## src/design/qkps_pkg.sv

```systemverilog
`timescale 1ns / 1ps
// ----------------------------------------------------------------------------
// qkps_pkg
// Shared types and constants of the quadrature knob position selector.
// ----------------------------------------------------------------------------
package qkps_pkg;

	localparam int unsigned PosW     = 7;
	localparam int unsigned CodeW    = 2;
	localparam int unsigned AddrW    = 3;
	localparam int unsigned DataW    = 32;
	localparam int unsigned InDataW  = 8;
	localparam int unsigned OutDataW = 16;

	typedef logic [PosW-1:0]  pos_t;
	typedef logic [CodeW-1:0] code_t;

	// pin codes, bit0 = A, bit1 = B
	localparam code_t CodeIdle = 2'd3;
	localparam code_t CodeB    = 2'd2;
	localparam code_t CodeA    = 2'd1;

	localparam pos_t             RingSizeRst  = 7'd24;
	localparam logic [AddrW-1:0] RingSizeAddr = 3'd0;

	// next position for one detent step
	function automatic pos_t step_pos(input pos_t p, input pos_t n, input logic up);
		logic [PosW:0] inc;
		pos_t          r;
		inc = {1'b0, p} + {{PosW{1'b0}}, 1'b1};
		if (n == '0) begin
			r = '0;
		end else if (up) begin
			r = (inc >= {1'b0, n}) ? '0 : inc[PosW-1:0];
		end else if (p == '0) begin
			r = n - {{(PosW-1){1'b0}}, 1'b1};
		end else begin
			r = ((p - {{(PosW-1){1'b0}}, 1'b1}) >= n) ? '0 : (p - {{(PosW-1){1'b0}}, 1'b1});
		end
		return r;
	endfunction

endpackage

```

## src/design/qkps_cfg.sv

```systemverilog
`timescale 1ns / 1ps
// ----------------------------------------------------------------------------
// qkps_cfg
// APB register file: holds ring_size.
// ----------------------------------------------------------------------------
module qkps_cfg (
	input  logic                       clk,
	input  logic                       arst_n,
	input  logic                       psel,
	input  logic                       penable,
	input  logic                       pwrite,
	input  logic [qkps_pkg::AddrW-1:0] paddr,
	input  logic [qkps_pkg::DataW-1:0] pwdata,
	output logic [qkps_pkg::DataW-1:0] prdata,
	output logic                       pready,
	output qkps_pkg::pos_t             ring_size
);

	qkps_pkg::pos_t ring_size_q;
	logic           wr_en;

	assign pready = 1'b1;
	assign wr_en  = psel && penable && pwrite && pready && (paddr == qkps_pkg::RingSizeAddr);

	always_ff @(posedge clk or negedge arst_n) begin
		if (!arst_n) begin
			ring_size_q <= qkps_pkg::RingSizeRst;
		end else if (wr_en) begin
			ring_size_q <= pwdata[qkps_pkg::PosW-1:0];
		end
	end

	always_comb begin
		prdata = '0;
		if (paddr == qkps_pkg::RingSizeAddr) begin
			prdata = {{(qkps_pkg::DataW-qkps_pkg::PosW){1'b0}}, ring_size_q};
		end
	end

	assign ring_size = ring_size_q;

endmodule

```

## src/design/quadrature_knob_position_selector.sv

```systemverilog
`timescale 1ns / 1ps
// ----------------------------------------------------------------------------
// quadrature_knob_position_selector
// Decodes knob A/B samples into a wrapping position plus push-switch events.
// ----------------------------------------------------------------------------
// One result item per input sample, one sample per clock sustained while
// m_tready holds. A sample lands in an input register, one pass of decode
// logic updates the knob state and fills the result register, from which
// m_tvalid is driven. The input register also absorbs one sample while the
// result waits on m_tready. ring_size sits at address 0 of the APB port.
module quadrature_knob_position_selector (
	input  logic                          clk,
	input  logic                          arst_n,
	input  logic                          psel,
	input  logic                          penable,
	input  logic                          pwrite,
	input  logic [qkps_pkg::AddrW-1:0]    paddr,
	input  logic [qkps_pkg::DataW-1:0]    pwdata,
	output logic [qkps_pkg::DataW-1:0]    prdata,
	output logic                          pready,
	input  logic                          s_tvalid,
	output logic                          s_tready,
	// [1:0] ab_code, [2] switch_level, [7:3] zero
	input  logic [qkps_pkg::InDataW-1:0]  s_tdata,
	output logic                          m_tvalid,
	input  logic                          m_tready,
	// [6:0] position, [7] stepped, [8] step_up, [9] button_changed,
	// [10] button_pressed, [15:11] zero
	output logic [qkps_pkg::OutDataW-1:0] m_tdata
);

	qkps_pkg::pos_t  ring_size;

	logic            s1_valid_q;
	qkps_pkg::code_t code_s1;
	logic            level_s1;
	logic            advance;

	qkps_pkg::code_t last_code_q;
	logic            parity_q;
	qkps_pkg::pos_t  pos_q;
	logic            last_pressed_q;

	logic            out_valid_q;
	qkps_pkg::pos_t  res_pos_q;
	logic            res_stepped_q;
	logic            res_up_q;
	logic            res_changed_q;
	logic            res_pressed_q;

	logic            down_tr;
	logic            up_tr;
	logic            counted;
	logic            parity_nxt;
	logic            stepped_nxt;
	logic            pressed_nxt;
	qkps_pkg::pos_t  pos_nxt;

	qkps_cfg u_cfg (
		.clk      (clk),
		.arst_n   (arst_n),
		.psel     (psel),
		.penable  (penable),
		.pwrite   (pwrite),
		.paddr    (paddr),
		.pwdata   (pwdata),
		.prdata   (prdata),
		.pready   (pready),
		.ring_size(ring_size)
	);

	assign advance  = s1_valid_q && (!out_valid_q || m_tready);
	assign s_tready = !s1_valid_q || advance;

	always_ff @(posedge clk or negedge arst_n) begin
		if (!arst_n) begin
			s1_valid_q <= 1'b0;
		end else if (s_tready) begin
			s1_valid_q <= s_tvalid;
		end
	end

	always_ff @(posedge clk) begin
		if (s_tvalid && s_tready) begin
			code_s1  <= s_tdata[qkps_pkg::CodeW-1:0];
			level_s1 <= s_tdata[qkps_pkg::CodeW];
		end
	end

	// decode
	always_comb begin
		down_tr = ((last_code_q == qkps_pkg::CodeIdle) && (code_s1 == qkps_pkg::CodeB)) ||
		          ((last_code_q == qkps_pkg::CodeA) && (code_s1 == qkps_pkg::CodeIdle));
		up_tr   = ((last_code_q == qkps_pkg::CodeIdle) && (code_s1 == qkps_pkg::CodeA)) ||
		          ((last_code_q == qkps_pkg::CodeB) && (code_s1 == qkps_pkg::CodeIdle));
		counted     = down_tr || up_tr;
		parity_nxt  = parity_q ^ counted;
		stepped_nxt = counted && parity_nxt;
		pos_nxt     = stepped_nxt ? qkps_pkg::step_pos(pos_q, ring_size, up_tr) : pos_q;
		pressed_nxt = !level_s1;
	end

	always_ff @(posedge clk or negedge arst_n) begin
		if (!arst_n) begin
			last_code_q    <= qkps_pkg::CodeIdle;
			parity_q       <= 1'b0;
			pos_q          <= '0;
			last_pressed_q <= 1'b0;
			out_valid_q    <= 1'b0;
		end else begin
			if (advance) begin
				last_code_q    <= code_s1;
				parity_q       <= parity_nxt;
				pos_q          <= pos_nxt;
				last_pressed_q <= pressed_nxt;
			end
			if (advance) begin
				out_valid_q <= 1'b1;
			end else if (m_tready) begin
				out_valid_q <= 1'b0;
			end
		end
	end

	always_ff @(posedge clk) begin
		if (advance) begin
			res_pos_q     <= pos_nxt;
			res_stepped_q <= stepped_nxt;
			res_up_q      <= stepped_nxt && up_tr;
			res_changed_q <= pressed_nxt != last_pressed_q;
			res_pressed_q <= pressed_nxt;
		end
	end

	assign m_tvalid = out_valid_q;
	assign m_tdata  = {5'd0, res_pressed_q, res_changed_q, res_up_q, res_stepped_q, res_pos_q};

	a_up_needs_step: assert property (@(posedge clk) disable iff (!arst_n)
		out_valid_q && !res_stepped_q |-> !res_up_q)
		else $error("step_up set without a step");

	a_step_odd_parity: assert property (@(posedge clk) disable iff (!arst_n)
		out_valid_q && res_stepped_q |-> parity_q)
		else $error("step reported with even parity");

	a_pressed_tracks: assert property (@(posedge clk) disable iff (!arst_n)
		out_valid_q |-> (last_pressed_q == res_pressed_q))
		else $error("pressed state out of step with result");

	a_stall_holds_s1: assert property (@(posedge clk) disable iff (!arst_n)
		!s_tready |-> s1_valid_q && out_valid_q && !m_tready)
		else $error("input stalled without a full pipe");

	a_pos_follows_state: assert property (@(posedge clk) disable iff (!arst_n)
		advance |=> (res_pos_q == pos_q))
		else $error("result position differs from state");

endmodule
```

## config.mk

```make
export PLATFORM = sky130hd
export DESIGN_NAME = quadrature_knob_position_selector
export DESIGN_NICKNAME = d
export VERILOG_FILES = /design/src/design/qkps_pkg.sv /design/src/design/qkps_cfg.sv /design/src/design/quadrature_knob_position_selector.sv
export SDC_FILE = /design/constraint.sdc
export NUM_CORES = 1
export LEC_CHECK = 0
export BUFFER_PORTS_ARGS = -buffer_cell sky130_fd_sc_hd__buf_2
export CORE_ASPECT_RATIO = 1.25
export CORE_MARGIN = 3
export CORE_UTILIZATION = 40
export CTS_CLUSTER_SIZE = 14
export DETAILED_ROUTE_END_ITERATION = 7
export PLACE_DENSITY = 0.74
export REMOVE_ABC_BUFFERS = 1
export SYNTH_ARGS = -nofsm -noshare
export SYNTH_HDL_FRONTEND = slang
export SYNTH_HIERARCHICAL = 1
export SYNTH_SLANG_ARGS = --single-unit
export TNS_END_PERCENT = 1
```

## constraint.sdc

```tcl
create_clock -name clk -period 5.1 [get_ports clk]
set_input_delay 1.53 -clock clk [delete_from_list [all_inputs] [get_ports clk]]
set_output_delay 1.53 -clock clk [all_outputs]
set_load 0.02 [all_outputs]
```

# ---- Word level (Yosys, flattened, before mapping)
# Index checks and enable logic that the tools add are counted.
dict set report totals {
  mem_bits_ro 0
  ramBits 0
  memories 0
  register_bits 34
  latchBits 0
}
dict set report classes {
  addsub 3
  div_mod_pow 0
  n_lt_le_gt_ge 2
  n_shift 0
  n_mul 0
  n_reduce_logical 23
  muxes 9
  bitwise 1
  n_eq_ne 7
}
# op count
set ops {}
lappend ops {{7-bit 2-to-1 mux} 7}
lappend ops {{7-bit logical NOT} 2}
lappend ops {{7-bit by 1-bit subtractor with 7-bit output, second input constant} 2}
lappend ops {{1-bit logical AND} 11}
lappend ops {{7-bit by 1-bit adder with 8-bit output, second input constant} 1}
lappend ops {{2-bit == test, second input constant} 4}
lappend ops {{8-bit by 7-bit >= comparator with 1-bit output} 1}
lappend ops {{7-bit >= comparator} 1}
lappend ops {{1-bit logical OR} 5}
lappend ops {{2-bit by 1-bit == test with 1-bit output, second input constant} 2}
lappend ops {{1-bit logical NOT} 3}
lappend ops {{3-bit logical NOT} 1}
lappend ops {{1-bit 2-to-1 mux} 2}
lappend ops {{2-bit nonzero test} 1}
lappend ops {{1-bit inequality test} 1}
lappend ops {{1-bit bitwise XOR} 1}

# ---- Depth between registers and ports, before layout
# Gate-level depths: netlist of run 1.
dict set report depth {
  depth_word 7
  mapped_depth 11
  mapped_depth_nobuf 10
}

# ---- Modules after synthesis
# The synthesis of run 1 kept the hierarchy.
# module instances cells_each seq_area_each_um2 area_per_inst_um2
set by_module_without_submodules {}
lappend by_module_without_submodules {quadrature_knob_position_selector 1 209 748.2 1944.4}
lappend by_module_without_submodules {qkps_cfg 1 52 177.7 541.8}

# ---- Least setup slack after synthesis of run 1
# No wires, ideal clock.
dict set report synth_path {
  path_kind {input-to-output}
  startpoint {input paddr[1] (netlist bit)}
  endpoint {output prdata[0] (netlist bit)}
  path_buffers 0
  slack_ns 1.537
  t_arrival_ns 2.033
  path_stages 2
  cell_sequence {nor3_2 and2_2}
}
dict set report synth_via {
  elab_chain_cells 2
}
# element line_no
set synth_lines {}
lappend synth_lines {{start, declared} quadrature_knob_position_selector.sv:17} ;# input logic [qkps_pkg::AddrW-1:0] paddr,
lappend synth_lines {{3-bit logical NOT} qkps_cfg.sv:35} ;# if (paddr == qkps_pkg::RingSizeAddr) begin
lappend synth_lines {{7-bit 2-to-1 mux} qkps_cfg.sv:35}
lappend synth_lines {{end, declared} quadrature_knob_position_selector.sv:19} ;# output logic [qkps_pkg::DataW-1:0] prdata,
# No other way between the ends.

# ---- Final worst setup path of run 1
dict set report layout_path {
  startpoint {input paddr[1] (netlist bit)}
  endpoint {output prdata[5] (netlist bit)}
}
# The elaborated chain is that of the path after synthesis.

==> results of run 1 <==
-- synth_stat cells, types with 2 or more instances --
library cell	number	area, µm²
buf_4	35	262.8
nand2_1	26	97.59
ha_1	18	225.2
inv_1	18	67.56
dfrtp_1	16	400.4
edfxtp_1	14	420.4
xnor2_1	12	105.1
o21ai_0	9	45.04
nand3_1	8	40.04
a31oi_1	7	43.79
and2_2	7	52.55
mux2_2	7	78.83
nor2_1	7	26.28
o31ai_1	7	52.55
a21oi_1	6	30.03
dfstp_2	4	105.1
nand2b_1	4	25.02
nand4_1	4	25.02
nor3_1	4	20.02
xor2_1	4	35.03
clkbuf_1	3	11.26
conb_1	3	11.26
o221ai_1	3	26.28
o22ai_1	3	18.77
a21o_1	2	15.01
a311oi_1	2	17.52
a32oi_1	2	17.52
and2_1	2	12.51
buf_6	2	22.52
o21a_1	2	15.01
o32ai_1	2	17.52
or3_1	2	12.51
or4_1	2	15.01
-- final timing paths --
check	start	to	slack [ps]	cells past startpoint
max	paddr[1]	prdata[5]	1190	4
min	parity_q$_DFFE_PN0P_	parity_q$_DFFE_PN0P_	490	2
max reg2reg	pos_q[0]$_DFFE_PN0P_	res_pos_q[3]$_DFFE_PP_	2190	10
min reg2reg	parity_q$_DFFE_PN0P_	parity_q$_DFFE_PN0P_	490	2
max in group asynchronous	arst_n	last_code_q[1]$_DFFE_PN1P_	3560	1
min in group asynchronous	arst_n	pos_q[6]$_DFFE_PN0P_	1190	1
-- worst min-delay path, delay by kind of cell, from the launching register on --
kind            cells  cell delay [ps]
simple gates        1               50
compound gates      1               70
flops               1              340
-- per-stage QoR --
step	worst slack (ps)	total power, mW	instances	hold WS, ps
finish	1191	1.543	377	493.8
global route	1095	1.670	377	520.2
CTS	1168	1.542	377	497.1
floorplan	1537	1.036	248	449.8
global placement	1219	1.221	369	463.2
detailed placement	1168	1.244	369	481.9
-- power by group through the flow --
stage	registers [mW]	logic, mW	clock network (mW)
after floorplan	0.453	0.583	0
after global placement	0.446	0.775	0
after detailed placement	0.448	0.795	0
after CTS	0.444	0.801	0.298
after global routing	0.456	0.904	0.310
final	0.444	0.809	0.290
-- cell type report --
cell class	count	area share [%]
Tap cell	82	3.772
Multi-Input combinational cell	196	47.65
Timing Repair Buffer	39	7.176
Clock inverter	3	2.346
Inverter	18	2.484
Clock buffer	5	2.530
Sequential cell	34	34.04
-- cell families (layout without fill, tap and decap cells) --
kind of cell	Yosys count	count (layout)	synth area share, %
AO/OA/AOI/OAI	49	49	13.49
XOR/XNOR	16	16	5.636
adder cells (fa/ha/maj)	18	18	9.059
buffers and inverters	59	65	14.85
AND/OR/NAND/NOR	75	75	16.10
flip-flops	34	34	37.24
other	3	31	0.4529
multiplexers	7	7	3.171
-- state kept, by name (all words and copies together), names as in the netlist --
register and flops:
res_up_q 1, res_pos_q 7, m_tvalid 1, s1_valid_q 1
res_pressed_q 1, pos_q 7, parity_q 1, last_code_q 2
res_changed_q 1, code_s1 2, last_pressed_q 1, level_s1 1
u_cfg/ring_size 7, res_stepped_q 1
-- routing by layer --
metal / vias to the layer above / GRT usage, % / routed length [µm]
li1: 923 / - / -
met1: 897 / 17.90 / 2150
met2: 80 / 26.76 / 2570
met3: 15 / 3.359 / 332
met4: 0 / 6.495 / 154
met5: - / 0 / 0
==> results.py, run 1 <==
metrics = {
    "placement": {
        "place_hpwl_mm": 4.140,
        "place_area_um2": 2587,
        "gp_congestion": 0.9346,
        "port_buffers": 39,
    },
    "timing": {
        "finalSetupViolCount": 0,
        "fin_skew_ps": 1.794,
        "worstMarginPinSlew_ps": 762.1,
        "fin_crit_ps": 3909,
        "hold_viol": 0,
        "period_share_pct": 76.65,
        "tns_ps": 0,
        "rsz0062_at_grt": "no",
        "fmaxAchievable_mhz": 255.8,
        "slew_headroom_pct": 48.76,
        "drv_slew": 0,
    },
    "job": {
        "max_cap_viol_count": 0,
    },
    "routing": {
        "via_per_inst": 5.080,
        "drt-initial-drc-count": 113,
        "via_count": 1915,
        "drt_pass1_iterations": 4,
        "final_antenna_net_count": 0,
        "wl_per_cell_um": 13.81,
        "drc_errors": 0,
        "finalWirelength_mm": 5.208,
    },
    "global_routing": {
        "grt_pass1_wl_mm": 8.845,
        "grt_max_degree": 21,
        "antenna_found_initial": 0,
        "overflow": 0,
        "first_global_vias": 1906,
        "grtUsageTotal_pct": 15.24,
    },
    "outcome": {
        "status": "finished clean",
    },
    "floorplanning": {
        "ioPinCount": 101,
        "initial_core_util_pct": 42.17,
        "die_h_um": 94.15,
        "core_um2": 5896,
        "dieArea_um2": 7204,
        "die_w_um": 76.52,
        "row_count": 31,
    },
    "logic_synthesis": {
        "syn_avg_cell_area_um2": 9.525,
        "ys_warn_count": 6,
        "ys_ff_latch": 34,
        "yosysUniqueCellTypes": 47,
        "syn-cell-area_um2": 2486,
        "ys_seq_area_share_pct": 37.24,
        "synth_cells": 261,
        "synth-edff-count": 14,
        "async_flop_share_pct": 58.82,
        "synth_flop_cell": "dfrtp_1",
    },
    "power_and_ir_drop": {
        "power.internal_mw": 0.8728,
        "switching_power_mw": 0.6705,
        "p_per_area_nw_per_um2": 567.4,
        "ir_drop_mv": 0.2355,
        "power_frac_clock_pct": 18.8,
        "power_frac_comb_pct": 52.4,
        "power_frac_seq_pct": 28.8,
        "p_leak_nw": 1.222,
        "swShare_pct": 43.45,
    },
    "clocking": {
        "clk_latency_ps": 290,
        "clock-sinks": 34,
        "clk_pin_slew_ps": 70,
        "cts_buffers": 5,
        "cts_resized": 0,
        "clk_path_buf_depth": 2,
        "cts_max_level": 2,
        "root_buffer": "clkbuf_8",
        "cts_setup_buffers": 0,
        "cts_tree": "done",
        "cts_hold_buf": 0,
    },
    "worst_setup_path": {
        "cpPeakStageDelay_ps": 380,
        "cpMostUsedCell": "buf_2",
        "crit_type": "in -> out",
        "setup.worst_path.start_class": "primary input",
        "crit_path_top_delay_cell": "nor3_2",
        "required_ps": 3570,
        "worst-path-buf-inv": 2,
        "path_max_fanout": 8,
        "end_kind": "output port",
        "path_cells": "buf_2, nor3_2, and2_2, buf_2",
        "critical_path_arrival_ps": 2380,
        "crit_family": "simple AND/OR/NAND/NOR gates",
    },
    "layout": {
        "final_common_cell": "buf_2",
        "syn_to_final_growth_pct": 9.411,
        "nFillCells": 600,
        "drive_gt1_share_pct": 23.05,
        "multiInputGateArea_um2": 1296,
        "final_util_pct": 46.14,
        "layout_common_cells": "buf_2 (39), conb_1 (31), nand2_1 (26), inv_1 (18), ha_1 (18)",
        "insertedDiodeCount": 0,
        "nNetsFinal": 362,
        "fin_area_um2": 2720,
        "seqCellArea_um2": 925.9,
    },
    "worst_hold_path": {
        "min_path_type": "reg -> reg",
    },
}
(Power assumes the default switching activity.)
==> inputs of run 2 (changes only) <==
Clock period 5.1 ns to 4 ns, I/O delays scaled along.
==> run 2 against run 1 <==
Flip-flop and latch count unchanged. Combinational power increased by 26%. Clock skew increased by 5.9 ps. Design area decreased by 0.60%. Setup slack got worse by 420 ps. Routed wire length increased by 0.63%. Sequential share of layout area increased by 0.20 points. Non-clock buffer count unchanged. Power increased by 24%. Critical path depth unchanged. Register-to-register slack got worse by 1100 ps. Die area unchanged. Critical endpoint is now prdata[3]. Largest cell class unchanged. Highest routed layer unchanged.
==> results.py, run 2 (same netlist as run 1, synthesis figures left out) <==
metrics = {
    "clocking": {
        "cts_hold_buf": 0,
        "clk_latency_ps": 290,
        "root_buffer": "clkbuf_8",
        "cts_max_level": 2,
        "cts_buffers": 5,
        "cts_resized": 0,
        "clock-sinks": 34,
        "cts_setup_buffers": 0,
        "clk_pin_slew_ps": 60,
        "clk_path_buf_depth": 2,
        "cts_tree": "done",
    },
    "timing": {
        "fin_ws_ps": 767.0,
        "drv_slew": 0,
        "hold_viol": 0,
        "fin_crit_ps": 3233,
        "finalSetupViolCount": 0,
        "slew_headroom_pct": 44.80,
        "fmaxAchievable_mhz": 309.3,
        "fin_skew_ps": 7.689,
        "worstMarginPinSlew_ps": 821.0,
        "period_share_pct": 80.83,
        "rsz0062_at_grt": "no",
        "tns_ps": 0,
        "holdWs_ps": 490.8,
    },
    "power_and_ir_drop": {
        "power_frac_comb_pct": 53.3,
        "power_frac_clock_pct": 17.0,
        "ir_drop_mv": 0.2846,
        "p_per_area_nw_per_um2": 709.1,
        "swShare_pct": 44.26,
        "power_frac_seq_pct": 29.6,
        "p_leak_nw": 1.215,
        "switching_power_mw": 0.8487,
        "power.internal_mw": 1.069,
    },
    "job": {
        "max_cap_viol_count": 0,
    },
    "floorplanning": {
        "initial_core_util_pct": 42.17,
        "die_h_um": 94.15,
        "row_count": 31,
        "die_w_um": 76.52,
        "ioPinCount": 101,
        "dieArea_um2": 7204,
        "core_um2": 5896,
    },
    "placement": {
        "gp_congestion": 0.9412,
        "dp_cells": 369,
        "port_buffers": 39,
        "place_ws_ps": 767.4,
        "place_hpwl_mm": 4.108,
    },
    "layout": {
        "final_common_cell": "buf_2",
        "multiInputGateArea_um2": 1296,
        "insertedDiodeCount": 0,
        "seqCellArea_um2": 925.9,
        "final_cells": 377,
        "drive_gt1_share_pct": 23.05,
        "nNetsFinal": 362,
        "layout_common_cells": "buf_2 (39), conb_1 (31), nand2_1 (26), inv_1 (18), ha_1 (18)",
        "syn_to_final_growth_pct": 8.757,
        "nFillCells": 602,
    },
    "worst_setup_path": {
        "endpoint": "prdata[3]",
        "required_ps": 2800,
        "path_max_fanout": 8,
        "crit_type": "in -> out",
        "end_kind": "output port",
        "setup.worst_path.start_class": "primary input",
        "critPathLaunch": "paddr[1]",
        "cpMostUsedCell": "buf_2",
        "worstRegToRegCells": 10,
        "path_cells": "buf_2, nor3_2, and2_2, buf_2",
        "cpPeakStageDelay_ps": 360,
        "crit_path_top_delay_cell": "nor3_2",
        "critical_path_arrival_ps": 2030,
        "r2r_slack_ps": 1110,
        "rr_endpoint": "res_pos_q[4]$_DFFE_PP_",
        "r2r-start": "pos_q[0]$_DFFE_PN0P_",
    },
    "worst_hold_path": {
        "min_path_type": "reg -> reg",
    },
    "routing": {
        "drt_pass1_iterations": 4,
        "wl_per_cell_um": 13.90,
        "dr_wl_met3_um": 371,
        "via_count": 1909,
        "drt-initial-drc-count": 113,
        "finalWirelength_mm": 5.241,
        "drc_errors": 0,
        "via_per_inst": 5.064,
        "routed.top_layer": "met4",
        "final_antenna_net_count": 0,
        "wl_met1_mm": 2.161,
        "wl_met2_mm": 2.586,
    },
    "global_routing": {
        "grtUsageTotal_pct": 14.92,
        "grt_max_degree": 21,
        "antenna_found_initial": 0,
        "first_global_vias": 1826,
        "overflow": 0,
        "grt_pass1_wl_mm": 8.666,
    },
    "outcome": {
        "status": "finished clean",
    },
}
[run 2: worst max-delay path: cells and delay by family]
kind,cells,cell delay (ps)
and+or+nand+nor,2,570
buffers and inverters,2,250
[run 2: metal layers]
metal / track usage, % / vias to the layer above
met5: 0 / -
met2: 26.54 / 82
met3: 3.167 / 9
li1: - / 923
met1: 17.46 / 895
met4: 6.042 / 0
[run 2: cell type report]
class,count,area share [%]
flip-flops and latches,34,34.24
clock buffers,7,3.193
multi-input cells,196,47.94
well taps,82,3.795
clock inverters,1,1.111
inverters,18,2.499
repair buffers,39,7.219
[run 2: worst min-delay path by stage]
| stage | slack (ps) | startpoint | depth (start not counted) | to |
|---|---|---|---|---|
| finish | 490 | parity_q$_DFFE_PN0P_ | 2 | parity_q$_DFFE_PN0P_ |
| detailed placement | 480 | parity_q$_DFFE_PN0P_ | 2 | parity_q$_DFFE_PN0P_ |
| floorplan | 450 | parity_q$_DFFE_PN0P_ | 2 | parity_q$_DFFE_PN0P_ |
| CTS | 500 | parity_q$_DFFE_PN0P_ | 2 | parity_q$_DFFE_PN0P_ |
| global route | 510 | last_code_q[0]$_DFFE_PN1P_ | 2 | last_code_q[0]$_DFFE_PN1P_ |
| global placement | 460 | parity_q$_DFFE_PN0P_ | 2 | parity_q$_DFFE_PN0P_ |
[run 2: power groups by stage]
| stage | combinational [mW] | clock [mW] | sequential [mW] |
|---|---|---|---|
| floorplan | 0.743 | 0 | 0.577 |
| global placement | 0.988 | 0 | 0.569 |
| detailed placement | 1.01 | 0 | 0.573 |
| CTS | 1.02 | 0.334 | 0.566 |
| global route | 1.16 | 0.349 | 0.580 |
| finish | 1.02 | 0.327 | 0.568 |
[run 2: through the flow]
stage	util [%]	area [µm²]	power, mW
global route	45.86	2704	2.084
finish	45.86	2704	1.917
detailed placement	43.89	2587	1.585
floorplan	-	2290	1.320
global placement	43.89	2587	1.557
CTS	45.86	2704	1.920
==> inputs of run 3 (changes only) <==
Clock period 4 ns to 3.1 ns, I/O delays scaled along.
==> run 3 against run 2 <==
Critical path depth up 5. Clock power up 45%. First-iteration DRC count down 12%. Utilization up 0.57 points. Combinational power up 32%. Cell count up 0.53%. Critical endpoint is now res_pos_q[3]$_DFFE_PP_. Routed wire length down 1.0%. Die area unchanged.
==> results.py, run 3 (same netlist as run 1, synthesis figures left out) <==
metrics = {
    "floorplanning": {
        "core_um2": 5896,
        "row_count": 31,
        "die_w_um": 76.52,
        "ioPinCount": 101,
        "die_h_um": 94.15,
        "dieArea_um2": 7204,
        "initial_core_util_pct": 42.17,
    },
    "routing": {
        "drt_pass1_iterations": 4,
        "finalWirelength_mm": 5.186,
        "drt-initial-drc-count": 99,
        "drc_errors": 0,
        "wl_per_cell_um": 13.68,
        "via_per_inst": 5.034,
        "final_antenna_net_count": 0,
        "via_count": 1908,
    },
    "timing": {
        "fin_skew_ps": 5.817,
        "drv_slew": 0,
        "tns_ps": 0,
        "fmaxAchievable_mhz": 340.2,
        "period_share_pct": 94.81,
        "fin_crit_ps": 2939,
        "rsz0062_at_grt": "no",
        "hold_viol": 0,
        "worstMarginPinSlew_ps": 729.5,
        "finalSetupViolCount": 0,
        "slew_headroom_pct": 50.95,
    },
    "power_and_ir_drop": {
        "ir_drop_mv": 0.4523,
        "p_leak_nw": 1.234,
        "p_per_area_nw_per_um2": 932.9,
        "total_power_mw": 2.554,
    },
    "layout": {
        "seqCellArea_um2": 925.9,
        "drive_gt1_share_pct": 23.91,
        "nNetsFinal": 364,
        "syn_to_final_growth_pct": 10.12,
        "final_common_cell": "buf_2",
        "layout_common_cells": "buf_2 (39), conb_1 (31), nand2_1 (26), inv_1 (18), ha_1 (18)",
        "multiInputGateArea_um2": 1299,
        "insertedDiodeCount": 0,
        "nFillCells": 600,
    },
    "global_routing": {
        "antenna_found_initial": 0,
        "grt_pass1_wl_mm": 8.735,
        "grtUsageTotal_pct": 14.98,
        "first_global_vias": 1814,
        "grt_max_degree": 21,
        "overflow": 0,
    },
    "worst_setup_path": {
        "required_ps": 3170,
        "end_kind": "flip-flop",
        "critical_path_arrival_ps": 3000,
        "path_max_fanout": 8,
        "crit_path_top_delay_cell": "dfrtp_1",
        "cpPeakStageDelay_ps": 540,
        "path_cells": "ha_1, nand2_1, or3_1, xnor2_1, ha_1, a21oi_1, o211a_2, a21oi_1, o32ai_1",
        "setup.worst_path.start_class": "flip-flop",
        "crit_type": "reg -> reg",
        "critPathLaunch": "pos_q[0]$_DFFE_PN0P_",
        "r2r-start": "pos_q[0]$_DFFE_PN0P_",
    },
    "clocking": {
        "cts_hold_buf": 0,
        "cts_setup_buffers": 0,
        "clk_path_buf_depth": 2,
        "root_buffer": "clkbuf_8",
        "cts_buffers": 5,
        "clock-sinks": 34,
        "cts_max_level": 2,
        "clk_latency_ps": 280,
        "cts_tree": "done",
        "clk_pin_slew_ps": 70,
    },
    "placement": {
        "gp_congestion": 0.9428,
        "port_buffers": 39,
        "place_hpwl_mm": 4.052,
    },
    "outcome": {
        "status": "finished clean",
    },
    "job": {
        "max_cap_viol_count": 0,
    },
    "worst_hold_path": {
        "min-delay-start": "parity_q$_DFFE_PN0P_",
        "min_path_type": "reg -> reg",
    },
}
==> run 3: changes by cell type in the layout (fill, tap and decap cells not counted) <==
cell,delta
buf_4,+2
nor2b_2,+1
clkbuf_1,-1
nor2b_1,-1
bufinv_16,+1
clkbuf_8,-1
clkinv_1,+1
==> run 3: per-layer routing <==
| layer | global-route usage [%] | up-vias | wire (µm) |
|---|---|---|---|
| li1 | - | 929 | - |
| met1 | 18.92 | 874 | 2193 |
| met2 | 26.03 | 94 | 2534 |
| met3 | 3.071 | 11 | 353 |
| met4 | 3.927 | 0 | 106 |
| met5 | 0 | - | 0 |
==> run 3: cell type report <==
cell class	instances	area share [%]
Multi-Input combinational cell	196	47.44
Clock inverter	3	2.331
Clock buffer	5	2.514
Tap cell	82	3.748
Inverter	18	2.468
Timing Repair Buffer	41	7.678
Sequential cell	34	33.82
==> run 3: path summary, 6_finish.rpt <==
| check | cells past startpoint | end | slack [ps] |
|---|---|---|---|
| max reg2reg | 9 | res_pos_q[3]$_DFFE_PP_ | 160 |
| min reg2reg | 2 | parity_q$_DFFE_PN0P_ | 490 |
| min | 2 | parity_q$_DFFE_PN0P_ | 490 |
| min in group asynchronous | 1 | pos_q[3]$_DFFE_PN0P_ | 590 |
| max | 9 | res_pos_q[3]$_DFFE_PP_ | 160 |
| max in group asynchronous | 1 | u_cfg/ring_size[3]$_DFFE_PN1P_ | 2160 |
==> run 3: power breakdown <==
group | leakage [nW] | switching [mW] | internal (mW)
Combinational | 0.787 | 0.823 | 0.526
Sequential | 0.381 | 0.129 | 0.601
Clock | 0.0658 | 0.157 | 0.318
Total | 1.23 | 1.11 | 1.44
==> run 3: repair_timing <==
item / in CTS / in global routing
setup endpoints to repair: 0 / 2
gates resized for setup: 0 / 1
endpoints found under the hold margin: 0 / 0
==> run 3: through the flow <==
step / instances / area [µm²] / hold WS, ps / utilization, % / worst slack [ps]
finish: 379 / 2738 / 493.7 / 46.43 / 160.9
global route: 379 / 2738 / 501.4 / 46.43 / 56.39
CTS: 379 / 2735 / 497.7 / 46.39 / 223.5
detailed placement: 371 / 2603 / 482.5 / 44.14 / 263.0
global placement: 371 / 2603 / 465.5 / 44.14 / 290.3
floorplan: 248 / 2290 / 449.8 / - / 647.4
==> run 3: critical path: cells and delay by family (launching register included) <==
family,cells,cell delay (ps)
compound gates,4,870
xor+xnor,1,300
fa+ha+maj,2,570
flops,1,540
simple gates,2,430
